### src/rtl/lted_pkg.sv
// ---------------------------------------------------------------------------
// lted_pkg
// Shared types, byte codes and result codes for the line editing discipline.
// ---------------------------------------------------------------------------
`timescale 1ns / 1ps
`default_nettype none

package lted_pkg;

    // default edit line width in characters
    localparam int LINE_WIDTH_DEF = 40;

    // field widths
    localparam int ACT_W  = 3;
    localparam int CHAR_W = 7;
    localparam int CNT_W  = 6;
    localparam int BYTE_W = 8;

    // largest erase count the result field can carry
    localparam int CNT_MAX = 63;

    // configuration register indexes
    localparam logic CFG_ERASE = 1'b0;
    localparam logic CFG_KILL  = 1'b1;

    // configuration reset values
    localparam logic [BYTE_W-1:0] ERASE_RST = 8'd127;
    localparam logic [BYTE_W-1:0] KILL_RST  = 8'd21;

    // special input bytes
    localparam logic [BYTE_W-1:0] BYTE_CTRL_W = 8'h17;
    localparam logic [BYTE_W-1:0] BYTE_CTRL_D = 8'h04;
    localparam logic [BYTE_W-1:0] BYTE_ESC    = 8'h1B;
    localparam logic [BYTE_W-1:0] BYTE_SPACE  = 8'h20;
    localparam logic [BYTE_W-1:0] BYTE_TILDE  = 8'h7E;
    localparam logic [BYTE_W-1:0] BYTE_LBRACK = 8'h5B;
    localparam logic [BYTE_W-1:0] BYTE_UP_A   = 8'h41;
    localparam logic [BYTE_W-1:0] BYTE_UP_Z   = 8'h5A;
    localparam logic [BYTE_W-1:0] BYTE_LO_A   = 8'h61;
    localparam logic [BYTE_W-1:0] BYTE_LO_Z   = 8'h7A;

    // space as stored in the line memory
    localparam logic [CHAR_W-1:0] CHAR_SPACE = 7'h20;

    // result action codes
    localparam logic [ACT_W-1:0] ACT_ECHO    = 3'd0;
    localparam logic [ACT_W-1:0] ACT_ERASE   = 3'd1;
    localparam logic [ACT_W-1:0] ACT_BELL    = 3'd2;
    localparam logic [ACT_W-1:0] ACT_NEWLINE = 3'd3;
    localparam logic [ACT_W-1:0] ACT_CLEAR   = 3'd4;
    localparam logic [ACT_W-1:0] ACT_END     = 3'd5;

    // one result beat
    typedef struct packed {
        logic [ACT_W-1:0]  action;
        logic [CHAR_W-1:0] out_char;
        logic [CNT_W-1:0]  erase_count;
        logic              last;
    } beat_t;

    // build a beat, zeroing the fields the action does not use
    function automatic beat_t mk_beat(
        input logic [ACT_W-1:0]  act,
        input logic [CHAR_W-1:0] ch,
        input logic [CNT_W-1:0]  cnt,
        input logic              lst
    );
        beat_t b;
        b.action      = act;
        b.out_char    = (act == ACT_ECHO) ? ch : '0;
        b.erase_count = (act == ACT_ERASE) ? cnt : '0;
        b.last        = lst;
        return b;
    endfunction

endpackage

`default_nettype wire

### src/rtl/lted_ram.sv
// ---------------------------------------------------------------------------
// lted_ram
// Generic simple dual port RAM, one write port and one registered read port.
// ---------------------------------------------------------------------------
`timescale 1ns / 1ps
`default_nettype none

module lted_ram #(
    parameter int WIDTH = 8,
    parameter int DEPTH = 16,
    parameter int AW    = (DEPTH > 1) ? $clog2(DEPTH) : 1
) (
    input  wire logic             clk,
    input  wire logic             wr_en,
    input  wire logic [AW-1:0]    wr_addr,
    input  wire logic [WIDTH-1:0] wr_data,
    input  wire logic             rd_en,
    input  wire logic [AW-1:0]    rd_addr,
    output logic      [WIDTH-1:0] rd_data
);

    logic [WIDTH-1:0] mem [DEPTH];

    // write port
    always_ff @(posedge clk)
    begin
        if (wr_en)
        begin
            mem[wr_addr] <= wr_data;
        end
    end

    // registered read port
    always_ff @(posedge clk)
    begin
        if (rd_en)
        begin
            rd_data <= mem[rd_addr];
        end
    end

endmodule

`default_nettype wire

### src/rtl/lted_out.sv
// ---------------------------------------------------------------------------
// lted_out
// Output register stage holding one result beat until the sink takes it.
// ---------------------------------------------------------------------------
`timescale 1ns / 1ps
`default_nettype none

module lted_out (
    input  wire logic            clk,
    input  wire logic            rst_n,
    input  wire logic            load,
    input  wire lted_pkg::beat_t beat_in,
    input  wire logic            out_stall,
    output logic                 out_valid,
    output lted_pkg::beat_t      beat_out,
    output logic                 free
);

    logic            valid_reg;
    logic            valid_next;
    lted_pkg::beat_t beat_reg;

    // stage can take a new beat when empty or draining this cycle
    assign free       = !valid_reg || !out_stall;
    assign valid_next = load || (valid_reg && out_stall);

    always_ff @(posedge clk or negedge rst_n)
    begin
        if (!rst_n)
        begin
            valid_reg <= 1'b0;
            beat_reg  <= '0;
        end
        else
        begin
            valid_reg <= valid_next;
            if (load)
            begin
                beat_reg <= beat_in;
            end
        end
    end

    assign out_valid = valid_reg;
    assign beat_out  = beat_reg;

endmodule

`default_nettype wire

### src/rtl/line_editing_terminal_discipline_unit.sv
// A simple byte's single beat passes through the pending beat register and then
// the output stage. Word erase scans the line back one character at a time.
// Word wrap scans back for the last space and then moves and echoes the word
// one character at a time.
// One byte is in work at a time; the line memory loop sets the pace.
// Reset clears control state; the line memory is not cleared (unread until written).
// ---------------------------------------------------------------------------
// line_editing_terminal_discipline_unit
// Canonical tty line editor with erase, kill, word erase and word wrap.
// ---------------------------------------------------------------------------
`timescale 1ns / 1ps
`default_nettype none

module line_editing_terminal_discipline_unit #(
    parameter int LINE_WIDTH = lted_pkg::LINE_WIDTH_DEF
) (
    input  wire logic                          clk,
    input  wire logic                          rst_n,
    // input channel
    input  wire logic                          in_valid,
    output logic                               in_stall,
    input  wire logic [lted_pkg::BYTE_W-1:0]   in_byte,
    // output channel
    output logic                               out_valid,
    input  wire logic                          out_stall,
    output logic      [lted_pkg::ACT_W-1:0]    action,
    output logic      [lted_pkg::CHAR_W-1:0]   out_char,
    output logic      [lted_pkg::CNT_W-1:0]    erase_count,
    output logic                               last,
    // configuration
    input  wire logic                          cfg_we,
    input  wire logic                          cfg_index,
    input  wire logic [lted_pkg::BYTE_W-1:0]   cfg_data
);

    localparam int LEN_W = $clog2(LINE_WIDTH + 1);
    localparam int AW    = (LINE_WIDTH > 1) ? $clog2(LINE_WIDTH) : 1;
    localparam logic [LEN_W-1:0] LW_LEN = LEN_W'(LINE_WIDTH);

    typedef enum logic [3:0] {
        S_IDLE,
        S_EMIT,
        S_CW_RD,
        S_CW_CHK,
        S_WR_RD,
        S_WR_CHK,
        S_WR_NL,
        S_MV_RD,
        S_MV_WR,
        S_WR_PUT
    } state_t;

    typedef enum logic [1:0] {
        ESC_NONE,
        ESC_SEEN,
        ESC_CSI
    } esc_t;

    // saturate a line count to the erase count field
    function automatic logic [lted_pkg::CNT_W-1:0] sat_cnt(input logic [LEN_W-1:0] v);
        logic [lted_pkg::CNT_W-1:0] r;
        if (32'(v) > lted_pkg::CNT_MAX)
        begin
            r = lted_pkg::CNT_W'(lted_pkg::CNT_MAX);
        end
        else
        begin
            r = lted_pkg::CNT_W'(v);
        end
        return r;
    endfunction

    state_t                          state_reg, state_next;
    state_t                          ret_reg, ret_next;
    lted_pkg::beat_t                 pend_reg, pend_next;
    logic [LEN_W-1:0]                len_reg, len_next;
    logic [LEN_W-1:0]                ptr_reg, ptr_next;
    logic [LEN_W-1:0]                wl_reg, wl_next;
    logic [LEN_W-1:0]                idx_reg, idx_next;
    logic                            word_reg, word_next;
    logic [lted_pkg::CHAR_W-1:0]     byte_reg, byte_next;
    esc_t                            esc_reg, esc_next;
    logic                            ended_reg, ended_next;
    logic [lted_pkg::BYTE_W-1:0]     erase_reg, erase_next;
    logic [lted_pkg::BYTE_W-1:0]     kill_reg, kill_next;

    logic                            accept;
    logic                            out_free;
    logic                            out_load;
    lted_pkg::beat_t                 out_beat;

    logic                            wr_en;
    logic [AW-1:0]                   wr_addr;
    logic [lted_pkg::CHAR_W-1:0]     wr_data;
    logic                            rd_en;
    logic [AW-1:0]                   rd_addr;
    logic [lted_pkg::CHAR_W-1:0]     rd_data;

    logic                            is_print;
    logic                            is_final;
    logic                            rd_space;
    logic [LEN_W-1:0]                ptr_dec;
    logic [LEN_W-1:0]                mv_src;

    assign in_stall = (state_reg != S_IDLE);
    assign accept   = in_valid && !in_stall;
    assign out_load = (state_reg == S_EMIT) && out_free;

    // byte classes
    assign is_print = (in_byte >= lted_pkg::BYTE_SPACE) && (in_byte <= lted_pkg::BYTE_TILDE);
    assign is_final = ((in_byte >= lted_pkg::BYTE_UP_A) && (in_byte <= lted_pkg::BYTE_UP_Z))
                   || ((in_byte >= lted_pkg::BYTE_LO_A) && (in_byte <= lted_pkg::BYTE_LO_Z))
                   || (in_byte == lted_pkg::BYTE_TILDE);
    assign rd_space = (rd_data == lted_pkg::CHAR_SPACE);
    assign ptr_dec  = ptr_reg - LEN_W'(1);
    assign mv_src   = ptr_reg + idx_reg;

    // configuration registers
    always_comb
    begin
        erase_next = erase_reg;
        kill_next  = kill_reg;
        if (cfg_we)
        begin
            if (cfg_index == lted_pkg::CFG_ERASE)
            begin
                erase_next = cfg_data;
            end
            else
            begin
                kill_next = cfg_data;
            end
        end
    end

    // line memory port control
    always_comb
    begin
        wr_en   = 1'b0;
        wr_addr = '0;
        wr_data = '0;
        rd_en   = 1'b0;
        rd_addr = '0;
        case (state_reg)
            S_IDLE:
            begin
                if (accept && !ended_reg && (esc_reg == ESC_NONE) && is_print
                    && (in_byte != lted_pkg::BYTE_ESC)
                    && !((in_byte == lted_pkg::BYTE_CTRL_D) && (len_reg == '0))
                    && !((in_byte == erase_reg) && (len_reg != '0))
                    && (in_byte != kill_reg)
                    && !((in_byte == lted_pkg::BYTE_CTRL_W) && (len_reg != '0))
                    && (len_reg < LW_LEN))
                begin
                    wr_en   = 1'b1;
                    wr_addr = len_reg[AW-1:0];
                    wr_data = in_byte[lted_pkg::CHAR_W-1:0];
                end
            end
            S_CW_RD, S_WR_RD:
            begin
                rd_en   = (ptr_reg != '0);
                rd_addr = ptr_dec[AW-1:0];
            end
            S_MV_RD:
            begin
                rd_en   = (idx_reg != wl_reg);
                rd_addr = mv_src[AW-1:0];
            end
            S_MV_WR:
            begin
                wr_en   = 1'b1;
                wr_addr = idx_reg[AW-1:0];
                wr_data = rd_data;
            end
            S_WR_PUT:
            begin
                wr_en   = 1'b1;
                wr_addr = wl_reg[AW-1:0];
                wr_data = byte_reg;
            end
            default:
            begin
                wr_en = 1'b0;
            end
        endcase
    end

    // sequencer next state
    always_comb
    begin
        state_next = state_reg;
        ret_next   = ret_reg;
        pend_next  = pend_reg;
        len_next   = len_reg;
        ptr_next   = ptr_reg;
        wl_next    = wl_reg;
        idx_next   = idx_reg;
        word_next  = word_reg;
        byte_next  = byte_reg;
        esc_next   = esc_reg;
        ended_next = ended_reg;
        case (state_reg)
            S_IDLE:
            begin
                if (accept && !ended_reg)
                begin
                    ret_next = S_IDLE;
                    if (esc_reg == ESC_SEEN)
                    begin
                        if (in_byte == lted_pkg::BYTE_LBRACK)
                        begin
                            esc_next = ESC_CSI;
                        end
                        else
                        begin
                            esc_next   = ESC_NONE;
                            pend_next  = lted_pkg::mk_beat(lted_pkg::ACT_BELL, '0, '0, 1'b1);
                            state_next = S_EMIT;
                        end
                    end
                    else if (esc_reg == ESC_CSI)
                    begin
                        if (is_final)
                        begin
                            esc_next   = ESC_NONE;
                            pend_next  = lted_pkg::mk_beat(lted_pkg::ACT_BELL, '0, '0, 1'b1);
                            state_next = S_EMIT;
                        end
                    end
                    else if (in_byte == lted_pkg::BYTE_ESC)
                    begin
                        esc_next = ESC_SEEN;
                    end
                    else if ((in_byte == lted_pkg::BYTE_CTRL_D) && (len_reg == '0))
                    begin
                        ended_next = 1'b1;
                        pend_next  = lted_pkg::mk_beat(lted_pkg::ACT_END, '0, '0, 1'b1);
                        state_next = S_EMIT;
                    end
                    else if ((in_byte == erase_reg) && (len_reg != '0))
                    begin
                        len_next   = len_reg - LEN_W'(1);
                        pend_next  = lted_pkg::mk_beat(lted_pkg::ACT_ERASE, '0,
                                                       lted_pkg::CNT_W'(1), 1'b1);
                        state_next = S_EMIT;
                    end
                    else if (in_byte == kill_reg)
                    begin
                        if (len_reg != '0)
                        begin
                            len_next   = '0;
                            pend_next  = lted_pkg::mk_beat(lted_pkg::ACT_CLEAR, '0, '0, 1'b1);
                            state_next = S_EMIT;
                        end
                    end
                    else if ((in_byte == lted_pkg::BYTE_CTRL_W) && (len_reg != '0))
                    begin
                        ptr_next   = len_reg;
                        word_next  = 1'b0;
                        state_next = S_CW_RD;
                    end
                    else if (is_print)
                    begin
                        if (len_reg >= LW_LEN)
                        begin
                            if (in_byte != lted_pkg::BYTE_SPACE)
                            begin
                                ptr_next   = LW_LEN;
                                byte_next  = in_byte[lted_pkg::CHAR_W-1:0];
                                state_next = S_WR_RD;
                            end
                        end
                        else
                        begin
                            len_next   = len_reg + LEN_W'(1);
                            pend_next  = lted_pkg::mk_beat(lted_pkg::ACT_ECHO,
                                             in_byte[lted_pkg::CHAR_W-1:0], '0, 1'b1);
                            state_next = S_EMIT;
                        end
                    end
                    else if ((in_byte != erase_reg) && (in_byte != kill_reg)
                             && (in_byte != lted_pkg::BYTE_CTRL_W)
                             && (in_byte != lted_pkg::BYTE_CTRL_D))
                    begin
                        pend_next  = lted_pkg::mk_beat(lted_pkg::ACT_BELL, '0, '0, 1'b1);
                        state_next = S_EMIT;
                    end
                end
            end
            // hand the pending beat to the output stage
            S_EMIT:
            begin
                if (out_free)
                begin
                    state_next = ret_reg;
                end
            end
            // word erase: skip trailing spaces, then the word
            S_CW_RD:
            begin
                if (ptr_reg == '0)
                begin
                    pend_next  = lted_pkg::mk_beat(lted_pkg::ACT_ERASE, '0,
                                                   sat_cnt(len_reg - ptr_reg), 1'b1);
                    len_next   = ptr_reg;
                    ret_next   = S_IDLE;
                    state_next = S_EMIT;
                end
                else
                begin
                    state_next = S_CW_CHK;
                end
            end
            S_CW_CHK:
            begin
                if (word_reg && rd_space)
                begin
                    pend_next  = lted_pkg::mk_beat(lted_pkg::ACT_ERASE, '0,
                                                   sat_cnt(len_reg - ptr_reg), 1'b1);
                    len_next   = ptr_reg;
                    ret_next   = S_IDLE;
                    state_next = S_EMIT;
                end
                else
                begin
                    ptr_next   = ptr_dec;
                    word_next  = word_reg || !rd_space;
                    state_next = S_CW_RD;
                end
            end
            // wrap: find the last space on the full line
            S_WR_RD:
            begin
                if (ptr_reg == '0)
                begin
                    // no space at all: hard break
                    wl_next    = '0;
                    idx_next   = '0;
                    pend_next  = lted_pkg::mk_beat(lted_pkg::ACT_NEWLINE, '0, '0, 1'b0);
                    ret_next   = S_MV_RD;
                    state_next = S_EMIT;
                end
                else
                begin
                    state_next = S_WR_CHK;
                end
            end
            S_WR_CHK:
            begin
                if (!rd_space)
                begin
                    ptr_next   = ptr_dec;
                    state_next = S_WR_RD;
                end
                else
                begin
                    wl_next    = LW_LEN - ptr_reg;
                    idx_next   = '0;
                    state_next = S_EMIT;
                    if (ptr_reg != LW_LEN)
                    begin
                        pend_next = lted_pkg::mk_beat(lted_pkg::ACT_ERASE, '0,
                                                      sat_cnt(LW_LEN - ptr_reg), 1'b0);
                        ret_next  = S_WR_NL;
                    end
                    else
                    begin
                        pend_next = lted_pkg::mk_beat(lted_pkg::ACT_NEWLINE, '0, '0, 1'b0);
                        ret_next  = S_MV_RD;
                    end
                end
            end
            S_WR_NL:
            begin
                pend_next  = lted_pkg::mk_beat(lted_pkg::ACT_NEWLINE, '0, '0, 1'b0);
                ret_next   = S_MV_RD;
                state_next = S_EMIT;
            end
            // move the trailing word to the front and echo it
            S_MV_RD:
            begin
                if (idx_reg == wl_reg)
                begin
                    state_next = S_WR_PUT;
                end
                else
                begin
                    state_next = S_MV_WR;
                end
            end
            S_MV_WR:
            begin
                pend_next  = lted_pkg::mk_beat(lted_pkg::ACT_ECHO, rd_data, '0, 1'b0);
                idx_next   = idx_reg + LEN_W'(1);
                ret_next   = S_MV_RD;
                state_next = S_EMIT;
            end
            // store and echo the new character
            S_WR_PUT:
            begin
                len_next   = wl_reg + LEN_W'(1);
                pend_next  = lted_pkg::mk_beat(lted_pkg::ACT_ECHO, byte_reg, '0, 1'b1);
                ret_next   = S_IDLE;
                state_next = S_EMIT;
            end
            default:
            begin
                state_next = S_IDLE;
            end
        endcase
    end

    // state and registered outputs
    always_ff @(posedge clk or negedge rst_n)
    begin
        if (!rst_n)
        begin
            state_reg <= S_IDLE;
            ret_reg   <= S_IDLE;
            pend_reg  <= '0;
            len_reg   <= '0;
            ptr_reg   <= '0;
            wl_reg    <= '0;
            idx_reg   <= '0;
            word_reg  <= 1'b0;
            byte_reg  <= '0;
            esc_reg   <= ESC_NONE;
            ended_reg <= 1'b0;
            erase_reg <= lted_pkg::ERASE_RST;
            kill_reg  <= lted_pkg::KILL_RST;
        end
        else
        begin
            state_reg <= state_next;
            ret_reg   <= ret_next;
            pend_reg  <= pend_next;
            len_reg   <= len_next;
            ptr_reg   <= ptr_next;
            wl_reg    <= wl_next;
            idx_reg   <= idx_next;
            word_reg  <= word_next;
            byte_reg  <= byte_next;
            esc_reg   <= esc_next;
            ended_reg <= ended_next;
            erase_reg <= erase_next;
            kill_reg  <= kill_next;
        end
    end

    // line memory
    lted_ram #(
        .WIDTH (lted_pkg::CHAR_W),
        .DEPTH (LINE_WIDTH),
        .AW    (AW)
    ) u_line_ram (
        .clk     (clk),
        .wr_en   (wr_en),
        .wr_addr (wr_addr),
        .wr_data (wr_data),
        .rd_en   (rd_en),
        .rd_addr (rd_addr),
        .rd_data (rd_data)
    );

    // result output register
    lted_out u_out (
        .clk       (clk),
        .rst_n     (rst_n),
        .load      (out_load),
        .beat_in   (pend_reg),
        .out_stall (out_stall),
        .out_valid (out_valid),
        .beat_out  (out_beat),
        .free      (out_free)
    );

    assign action      = out_beat.action;
    assign out_char    = out_beat.out_char;
    assign erase_count = out_beat.erase_count;
    assign last        = out_beat.last;

endmodule

`default_nettype wire

### config.mk
export PLATFORM = sky130hd
export DESIGN_NAME = line_editing_terminal_discipline_unit
export DESIGN_NICKNAME = d
export VERILOG_FILES = /design/src/rtl/lted_pkg.sv /design/src/rtl/lted_ram.sv /design/src/rtl/lted_out.sv /design/src/rtl/line_editing_terminal_discipline_unit.sv
export SDC_FILE = /design/constraint.sdc
export NUM_CORES = 1
export LEC_CHECK = 0
export BUFFER_PORTS_ARGS = -buffer_cell sky130_fd_sc_hd__clkbuf_2
export CAP_MARGIN = 10
export CORE_ASPECT_RATIO = 1.5
export CORE_MARGIN = 2
export CORE_UTILIZATION = 48
export DETAILED_ROUTE_END_ITERATION = 7
export SLEW_MARGIN = 20
export SYNTH_ARGS = -nofsm -noshare
export SYNTH_HDL_FRONTEND = slang
export SYNTH_SLANG_ARGS = --single-unit
### constraint.sdc
create_clock -name clk -period 9.5 [get_ports clk]
set_input_delay 0.95 -clock clk [delete_from_list [all_inputs] [get_ports clk]]
set_output_delay 0.95 -clock clk [all_outputs]
set_load 0.005 [all_outputs]
== Word level (Yosys, flattened, before mapping) ==
Memory sizes are Yosys's and may differ from the RTL's. A register that Yosys moved wholly into a read port is not among the register bits.
Cells that the tools add are included.
Operators by class
  add/sub/neg operators: 8
  $lt $le $gt $ge: 8
  equality and inequality tests: 60
  muxes and demuxes: 107
  bitwise gates (word level): 8
  reductions and logical operators: 67
Operator list (number)
  $mux W17: 18
  $mux W6: 30
  $pmux W17 S8: 1
  $mux W4: 21
  $pmux W6 S3: 3
  $pmux W4 S8: 1
  $ne A2 B2 Y1 const B: 15
  $pmux W4 S7: 1
  $reduce_and A13 Y1: 2
  $le A8 B7 Y1 const B: 3
  $ne A4 B4 Y1 const B: 6
  $pmux W6 S2: 2
  $pmux W6 S4: 1
  $reduce_and A12 Y1: 2
  $logic_and A1 B1 Y1: 22
  $pmux W7 S3: 1
  $add A6 B1 Y6 const B: 3
  $eq A4 B3 Y1 const B: 4
  $eq A8 B5 Y1 const B: 2
  $eq A8 B7 Y1 const B: 2
  $eq A8 B8 Y1: 2
  $ge A8 B7 Y1 const B: 2
  $mux W16: 1
  $ne A8 B5 Y1 const B: 2
  other kinds (50): 111
Word-level totals
  register bits after elaboration: 94
  bits in writable memories: 280
  input port bits: 22
  output and inout bits: 19
  logic and storage cells: 280
  memories: 1
Memories
  u_line_ram.mem: depth 40, bits a word 7, rd ports 1, clocked after memory_dff 1, wr ports 1, RTL line lted_ram.sv:22  | logic [WIDTH-1:0] mem [DEPTH];

== Depth between registers and ports, before layout ==
Gate-level depths: netlist of the first run.
  word-level depth: 16
  gate-level depth with buffers: 13
  mapped depth without buffers: 10

== Cells and area by module ==
From an unflattened synthesis of the first run, not the netlist that was laid out.
Second synthesis, totals
  cells, all modules: 1272
  area total of the unflattened synthesis: 17590.6 um^2
Modules (own cells, without submodules)
  lted_ram: times used 1, cells each 616, area an instance 11438.5 um^2, sequential area each 8618.3 um^2
  line_editing_terminal_discipline_unit: times used 1, cells each 617, area an instance 5432.7 um^2, sequential area each 1864.3 um^2
  lted_out: times used 1, cells each 39, area an instance 719.4 um^2, sequential area each 450.4 um^2

== Worst setup path before layout of the first run ==
No wires, ideal clock.
  path kind: in2reg
  from: in in_byte[4] (netlist name)
  to: mem u_line_ram.mem[0][2] (netlist name) (data pin)
  setup time: 517 ps
  arrival: 3870 ps
  required time: 8983 ps
  setup slack: 5114 ps
  cell stages on the path: 6
  buffers on the path: 1
  cell sequence: buf_2 and4_1 a2111oi_0 and3_1 nand3_1 o21ai_0
Between the ends
  cells in the longest elaborated chain, start to end: 11
  elaborated cells on any way between the ends: 23
  classes of those cells: 2 x order compare; 5 x eq/ne; 2 x mux; 14 x reduce/logical
Ends and longest elaborated chain
  start: declaration: RTL line line_editing_terminal_discipline_unit.sv:22  | input wire logic [lted_pkg::BYTE_W-1:0] in_byte,
  $ge A8 B6 Y1 / $le A8 B7 Y1 (equally long branches): RTL line line_editing_terminal_discipline_unit.sv:110  | assign is_print = (in_byte >= lted_pkg::BYTE_SPACE) && (in_byte <= lted_pkg::BYTE_TILDE);
  $logic_and A1 B1 Y1: RTL line line_editing_terminal_discipline_unit.sv:110
  $logic_and A1 B1 Y1: RTL line line_editing_terminal_discipline_unit.sv:147  | if (accept && !ended_reg && (esc_reg == ESC_NONE) && is_print
  $logic_and A1 B1 Y1: RTL line line_editing_terminal_discipline_unit.sv:148  | && (in_byte != lted_pkg::BYTE_ESC)
  $logic_and A1 B1 Y1: RTL line line_editing_terminal_discipline_unit.sv:149  | && !((in_byte == lted_pkg::BYTE_CTRL_D) && (len_reg == '0))
  $logic_and A1 B1 Y1: RTL line line_editing_terminal_discipline_unit.sv:150  | && !((in_byte == erase_reg) && (len_reg != '0))
  $logic_and A1 B1 Y1: RTL line line_editing_terminal_discipline_unit.sv:151  | && (in_byte != kill_reg)
  $logic_and A1 B1 Y1 *: RTL line line_editing_terminal_discipline_unit.sv:152  | && !((in_byte == lted_pkg::BYTE_CTRL_W) && (len_reg != '0))
  $logic_and A1 B1 Y1 *: RTL line line_editing_terminal_discipline_unit.sv:153  | && (len_reg < LW_LEN))
  $mux W7 *: RTL line line_editing_terminal_discipline_unit.sv:147
  $pmux W7 S3 *: RTL line line_editing_terminal_discipline_unit.sv:144  | case (state_reg)
  net u_line_ram.wr_data[2]: RTL line lted_ram.sv:16  | input wire logic [WIDTH-1:0] wr_data,
  end: declaration: RTL line lted_ram.sv:22
Mark *: on every way through the listed nets, which the timed path passes. The rest lies on a longest branch.

== Final worst setup path of the first run ==
  from: reg len_reg[0]
  to: mem u_line_ram.mem[16][6] (netlist name) (enable)
Between the ends
  cells in the longest elaborated chain, start to end: 12
  elaborated cells on any way between the ends: 20
  classes of those cells: 1 x order compare; 6 x mux; 13 x reduce/logical
Ends and longest elaborated chain
  start: declaration: RTL line line_editing_terminal_discipline_unit.sv:76  | logic [LEN_W-1:0] len_reg, len_next;
  start signal: assignment: RTL line line_editing_terminal_discipline_unit.sv:438  | len_reg <= len_next;
  $logic_not A6 Y1: RTL line line_editing_terminal_discipline_unit.sv:149
  $logic_and A1 B1 Y1: RTL line line_editing_terminal_discipline_unit.sv:149
  $logic_not A1 Y1: RTL line line_editing_terminal_discipline_unit.sv:149
  $logic_and A1 B1 Y1: RTL line line_editing_terminal_discipline_unit.sv:149
  $logic_and A1 B1 Y1: RTL line line_editing_terminal_discipline_unit.sv:150
  $logic_and A1 B1 Y1: RTL line line_editing_terminal_discipline_unit.sv:151
  $logic_and A1 B1 Y1: RTL line line_editing_terminal_discipline_unit.sv:152
  $logic_and A1 B1 Y1: RTL line line_editing_terminal_discipline_unit.sv:153
  $mux W1: RTL line line_editing_terminal_discipline_unit.sv:147
  $pmux W1 S2: RTL line line_editing_terminal_discipline_unit.sv:144
  $mux W1: RTL line lted_ram.sv:27  | if (wr_en)
  $mux W1 (implied by the code): RTL line lted_ram.sv:29  | mem[wr_addr] <= wr_data;
Several ways; a longest one is shown, not always the timed one.

==> results.md, run 1 <==
- Clk_lat worst skew: 0.54 ns
- Worst Setup End Kind: flop
- Register area share after synthesis: 60.6%
- CTS Buffer Depth: 3
- Arrival time at the worst endpoint: 4.61 ns
- Routed via count: 11,418
- Avg WL per Cell: roughly 24 um
- Die Area: 39,200 um2
- Clock Tree Root: clkbuf_16
- Clock Sinks: between 300 and 400
- DR pass1 iterations: 7
- Number of DRC markers in iteration 0: 791
- Data required time at the worst endpoint: 9.65 ns
- Most common cell after layout, fill and taps aside: edfxtp_1
- Ys Warns: 0
- DRT antenna net count: 0
- Synth Area per Inst: 13.2 um2
- Simple-Gate Fraction of Synth Area: under 10%
- Antenna violations before repair: 0
- Worst-Margin Slew: 1.10 ns
- H-tree lvl count: 2
- RSZ-0062 raised after global routing: false
- Post-CTS sizing: 0
- Initial Util: 48.3%
- Die height: roughly 240 um
- Fin area: around 20,000 um2
- Final period util: a little under half
- Syn Nets: 1,406
- Pleak: 7.57 nW
- Final setup TNS: 0 ns
- Num ports: 41
- IO buf count: 40
- Synth Cell Area: 18,000 um2
- Clock-pin slew on the worst setup and hold paths: ~0.06 ns
- Vias in the first global route: 11,571
- Post-CTS setup buffer count: 0
- Placed cell area: 18,700 um2
- Complex-gate fraction of the synthesized area: 11.0%
- Pwr Density: 309 nW/um2
- Max-slew headroom: 26.8%
- ANT cells: 0
- Crit-path max FO: 9
- Worst Skew: 0.0233 ns
- Status: finished, final reports clean
- Nets: 1,420
- Layout area overhead: 10.8%
- Post-DP HPWL: 31,900 um
- Post-layout util: 53.6%
- Min-Delay Path Class: primary input to asynchronous set/reset pin
- Setup CP Type: flop to flop
- CTS tree: yes
- Hold_buf cts: 0
- Tmin final: 4.46 ns
- Largest net degree at the start of global routing: 153
- F_max: 224 MHz
- Share of layout cells above drive strength 1: 18.1%
- Post-synth EDFFs: 287
- Max IR drop VDD: 246 uV
- CTS Buf Count: 37
- Max reg flops: 280
- Post-synth ARST share: 24.3%
- GP Congestion: 0.916
- Post-synthesis mux area share: 13.2%
- Most frequent cells in the layout: edfxtp_1, mux2i_1, nand2_1
- Main combinational cell family by area after synthesis: multiplexers
- Row count: 87
- Horiz. Die Dim: about 160 um
- Post-synthesis adder-cell area fraction: ~1.5%
- Max Cap Viol: 0
- Number of synthesized register bits: 379
- Cells after Synth: 1,364
- Residual DRC: 0
- Final hold violation count: 0
- Xor-xnor portion of the synthesized cell area: 1.94%
- First-pass GRT wire length: 69,500 um
- Distinct cells, synth: 85
- GRT overflow: 0
- Ys flop type: edfxtp_1
- Worst setup SP type: flop
- Core Box Area: 37,300 um2
- All-Layer GR Usage: around a quarter
- Slew Limit Fails: 0
- Vias per inst: roughly 6
- WL final: 46,000 um
- Final setup violation count: 0
## cells in the mapped netlist, drive strengths merged (5+ instances only)
cell type  number  area (um2)
nor4           10        98.8
nand2b         10        62.6
o22ai           7        43.8
nand4           6        37.5
dfrtp          82        2050
or3             9        56.3
o31ai           5        37.5
a22o            6        52.6
o21ai          29         145
buf            45         260
dfstp          10         263
nor2           82         327
a31oi          15        93.8
a22oi          30         225
edfxtp        287        8620
a211oi         29         230
a21o            9        67.6
o211ai          7        52.6
o2111ai        28         245
xnor2          14         123
nor2b          17         106
xor2           26         228
nand3          20         105
a31o           14         123
mux2i         134        1340
inv            23        86.3
ha             18         225
clkbuf         42         158
mux2           89        1030
and3           14        87.6
a21oi          35         175
and2            5        31.3
nand2         110         413
o21a            9        67.6
nor3           20         100
## cell families (layout without fill, tap and decap cells)
group,Yosys count,after routing
AOI/OAI and AO/OA,267,267
xor gates and xnor gates,40,40
adders and majority gates,20,20
buffers and inverters,111,153
DFF,379,379
muxes,223,223
and+or+nand+nor,324,324
## stage by stage
step                      power (mW)  setup WS, ns  hold WS, ns  instances
after floorplan                 3.92          5.11        0.433       1364
after global placement          4.64          4.95        0.446       1826
after detailed placement        4.65          4.83        0.465       1828
after CTS                       6.20          5.09        0.358       1895
after global routing            6.47          4.76        0.377       1895
final                           6.18          5.04        0.357       1895
## critical path, cell delays in order (launching register included)
cell     delay [ns]
dfrtp_1        0.48
inv_1          0.19
ha_1           0.23
or4b_4         0.52
or2_4          0.27
nand3_1        0.29
nand3_1        0.43
o21ai_0        0.45
nand4_1        0.39
nor3_1         0.83
## final cells by class
cell class | count | area, um2
Inverter | 24 | 90.1
Timing Repair Buffer | 62 | 420
Fill cell | 3121 | 17300
Clock buffer | 47 | 985
Sequential cell | 379 | 10900
Tap cell | 489 | 612
Clock inverter | 20 | 290
Multi-Input combinational cell | 874 | 6670
## per-layer routing
| metal | wire (um) | GRT usage, % | vias up |
|---|---|---|---|
| li1 | - | - | 5258 |
| met1 | 17300 | 26.8 | 5707 |
| met2 | 24300 | 43.3 | 329 |
| met3 | 1770 | 2.71 | 124 |
| met4 | 2660 | 13.0 | 0 |
| met5 | 0 | 0 | - |
## worst paths after layout
check                           startpoint                     to  slack, ns  cells past startpoint
worst max-delay path            len_reg[0]  u_line_ram.mem[16][6]       5.04                      9
worst min-delay path                 rst_n             ptr_reg[0]       0.36                      1
worst max register to register  len_reg[0]  u_line_ram.mem[16][6]       5.04                      9
worst min register to register   ended_reg              ended_reg       0.48                      1
max in group asynchronous            rst_n            pend_reg[2]       7.95                      2
min in group clk                 ended_reg              ended_reg       0.48                      1
## where the power goes
| group | internal (mW) | switching [mW] | total [mW] | leakage, nW |
|---|---|---|---|---|
| Combinational | 0.986 | 1.49 | 2.47 | 3.23 |
| Sequential | 1.98 | 0.180 | 2.16 | 3.73 |
| Clock | 0.929 | 0.614 | 1.54 | 0.605 |
No activity file was read; power rests on OpenSTA's default activity.
==> run 2, diff against run 1 <==
- clock period: 9.5 -> 4.4 ns (I/O delays scaled with it)
==> run 2 against run 1 <==
Against the previous run:
- clock skew shrank 0.012 ns
- non-clock buffer count grew 46
- utilization grew 1.0 points
- clock power grew 120%
- cell area grew 1.9%
- count of clock-buffer cells in the layout shrank 2
- global-route usage grew 0.70 points
- routed wire length grew 2.6%
- combinational power grew 130%
- die area is the same
- critical path depth is the same
- cell count grew 2.4%
- highest routed layer unchanged
==> results.md, run 2 (synthesis gave the netlist of run 1 again) <==
- Worst Setup End Kind: flop
- Clk_lat worst skew: 0.53 ns
- Reg-to-reg setup timing slack: 0.52 ns
- GP Congestion: 0.883
- Post-CTS setup buffer count: 0
- IO buf count: 40
- Setup CP Type: flop to flop
- ANT cells: 0
- Vias in the first global route: about 12,000
- Die height: 241 um
- Num ports: 41
- Clock Sinks: about 380
- Hold_buf cts: 0
- Final hold violation count: 0
- Nets: 1,465
- Finished Layout Cells: 1,940
- Pwr Density: 664 nW/um2
- Placed cell area: 19,100 um2
- DR pass1 iterations: 5
- Status: finished, final reports clean
- CTS Buf Count: 36
- Core Box Area: 37,300 um2
- Max-slew headroom: between 20% and 30%
- Share of layout cells above drive strength 1: 21.0%
- Vias per inst: approximately 5.9
- Cell breakdown of the critical path: inv_1 -> ha_1 -> or4b_4 -> or2_4 -> nand3_1 -> and3_1 -> a21oi_1 -> or3_1 -> nor2_1
- Horiz. Die Dim: 162 um
- Number of DRC markers in iteration 0: 758
- All-Layer GR Usage: roughly a quarter
- Largest stage delay, worst path: 0.57 ns
- Data required time at the worst endpoint: 4.57 ns
- Min-Delay Path Class: primary input to asynchronous set/reset pin
- Post-CTS sizing: 0
- Worst setup SP type: flop
- Layout area overhead: 12.9%
- Pleak: 7.85 nW
- DRT antenna net count: 0
- Die Area: 39,200 um2
- Most frequent cells in the layout: edfxtp_1, mux2i_1, nand2_1
- Avg WL per Cell: 24.3 um
- WL final: between 40,000 and 50,000 um
- Worst-Margin Slew: 1.08 ns
- Max Cap Viol: 0
- CTS tree: yes
- Max IR drop VDD: around 550 uV
- First-pass GRT wire length: 70,800 um
- Crit-path max FO: 14
- Crit-path slowest cell: or3_1
- RSZ-0062 raised after global routing: false
- Final setup TNS: 0 ns
- Arrival time at the worst endpoint: 4.05 ns
- Worst Skew: 0.0115 ns
- Row count: slightly below 90
- Slew Limit Fails: 0
- Clock Tree Root: clkbuf_16
- Routed via count: approximately 12,000
- GRT overflow: 0
- Tmin final: between 3 and 4 ns
- H-tree lvl count: 2
- F_max: approximately 260 MHz
- Fin area: 20,400 um2
- Final period util: 88.2%
- Post-DP HPWL: 33,200 um
- Largest net degree at the start of global routing: 85
- Final setup violation count: 0
- Residual DRC: 0
- Most common cell after layout, fill and taps aside: edfxtp_1
- Clock-pin slew on the worst setup and hold paths: about 0.06 ns
- Overall power: about 14 mW
- Max reg flops: 280
- Initial Util: 48.3%
- Antenna violations before repair: 0
- Final hold slack: 0.0147 ns
- Placed insts: 1,874
- CTS Buffer Depth: 3
[run 2: changes by cell type in the layout (fill, tap and decap cells not counted), moves of 3 or more]
cell	delta
clkinvlp_4	-3
clkbuf_1	-6
buf_12	+4
buf_4	+44
[run 2: critical path, delay by kind of cell (launching register included)]
| family | cells | cell delay (ns) |
|---|---|---|
| AND/OR/NAND/NOR | 6 | 2.46 |
| adder cells (fa/ha/maj) | 1 | 0.23 |
| flip-flops | 1 | 0.47 |
| AO/OA/AOI/OAI | 1 | 0.19 |
| buffers and inverters | 1 | 0.17 |
[run 2: power breakdown]
part / switching (mW) / internal, mW / leakage, nW
Clock: 1.35 / 2.05 / 0.635
Combinational: 3.32 / 2.25 / 3.48
Sequential: 0.294 / 4.27 / 3.73
Total: 4.97 / 8.57 / 7.85
[run 2: cell type report]
| class | count | area [um2] |
|---|---|---|
| inverters | 24 | 90.1 |
| clock inverters | 21 | 303 |
| multi-input cells | 874 | 6660 |
| repair buffers | 108 | 776 |
| fillers | 3083 | 17000 |
| clock buffers | 45 | 1000 |
| flip-flops and latches | 379 | 10900 |
| well taps | 489 | 612 |
[run 2: metal layers]
metal | wire (um) | up-vias | GRT usage, % | part of all wire, %
met4 | 3270 | 0 | 15.5 | 6.9
met3 | 1720 | 114 | 2.89 | 3.6
met1 | 17400 | 5761 | 26.5 | 37
li1 | - | 5349 | - | -
met5 | 0 | - | 0 | 0
met2 | 24800 | 314 | 44.8 | 53
[run 2: stage by stage]
| stage | util [%] | worst slack (ns) |
|---|---|---|
| global placement | 51.1 | 0.601 |
| detailed placement | 51.1 | 0.506 |
| CTS | 54.6 | 0.515 |
| global route | 54.6 | 0.243 |
| floorplan | - | 0.206 |
| finish | 54.6 | 0.517 |
[run 2: worst paths after layout]
kind / start / to / cells past startpoint
min in group clk: cfg_data[0] / kill_reg[0] / 2
max reg2reg: len_reg[0] / u_line_ram.mem[38][0] / 9
max in group asynchronous: rst_n / len_reg[0] / 2
min: rst_n / state_reg[3] / 1
max: len_reg[0] / u_line_ram.mem[38][0] / 9
min reg2reg: ended_reg / ended_reg / 1
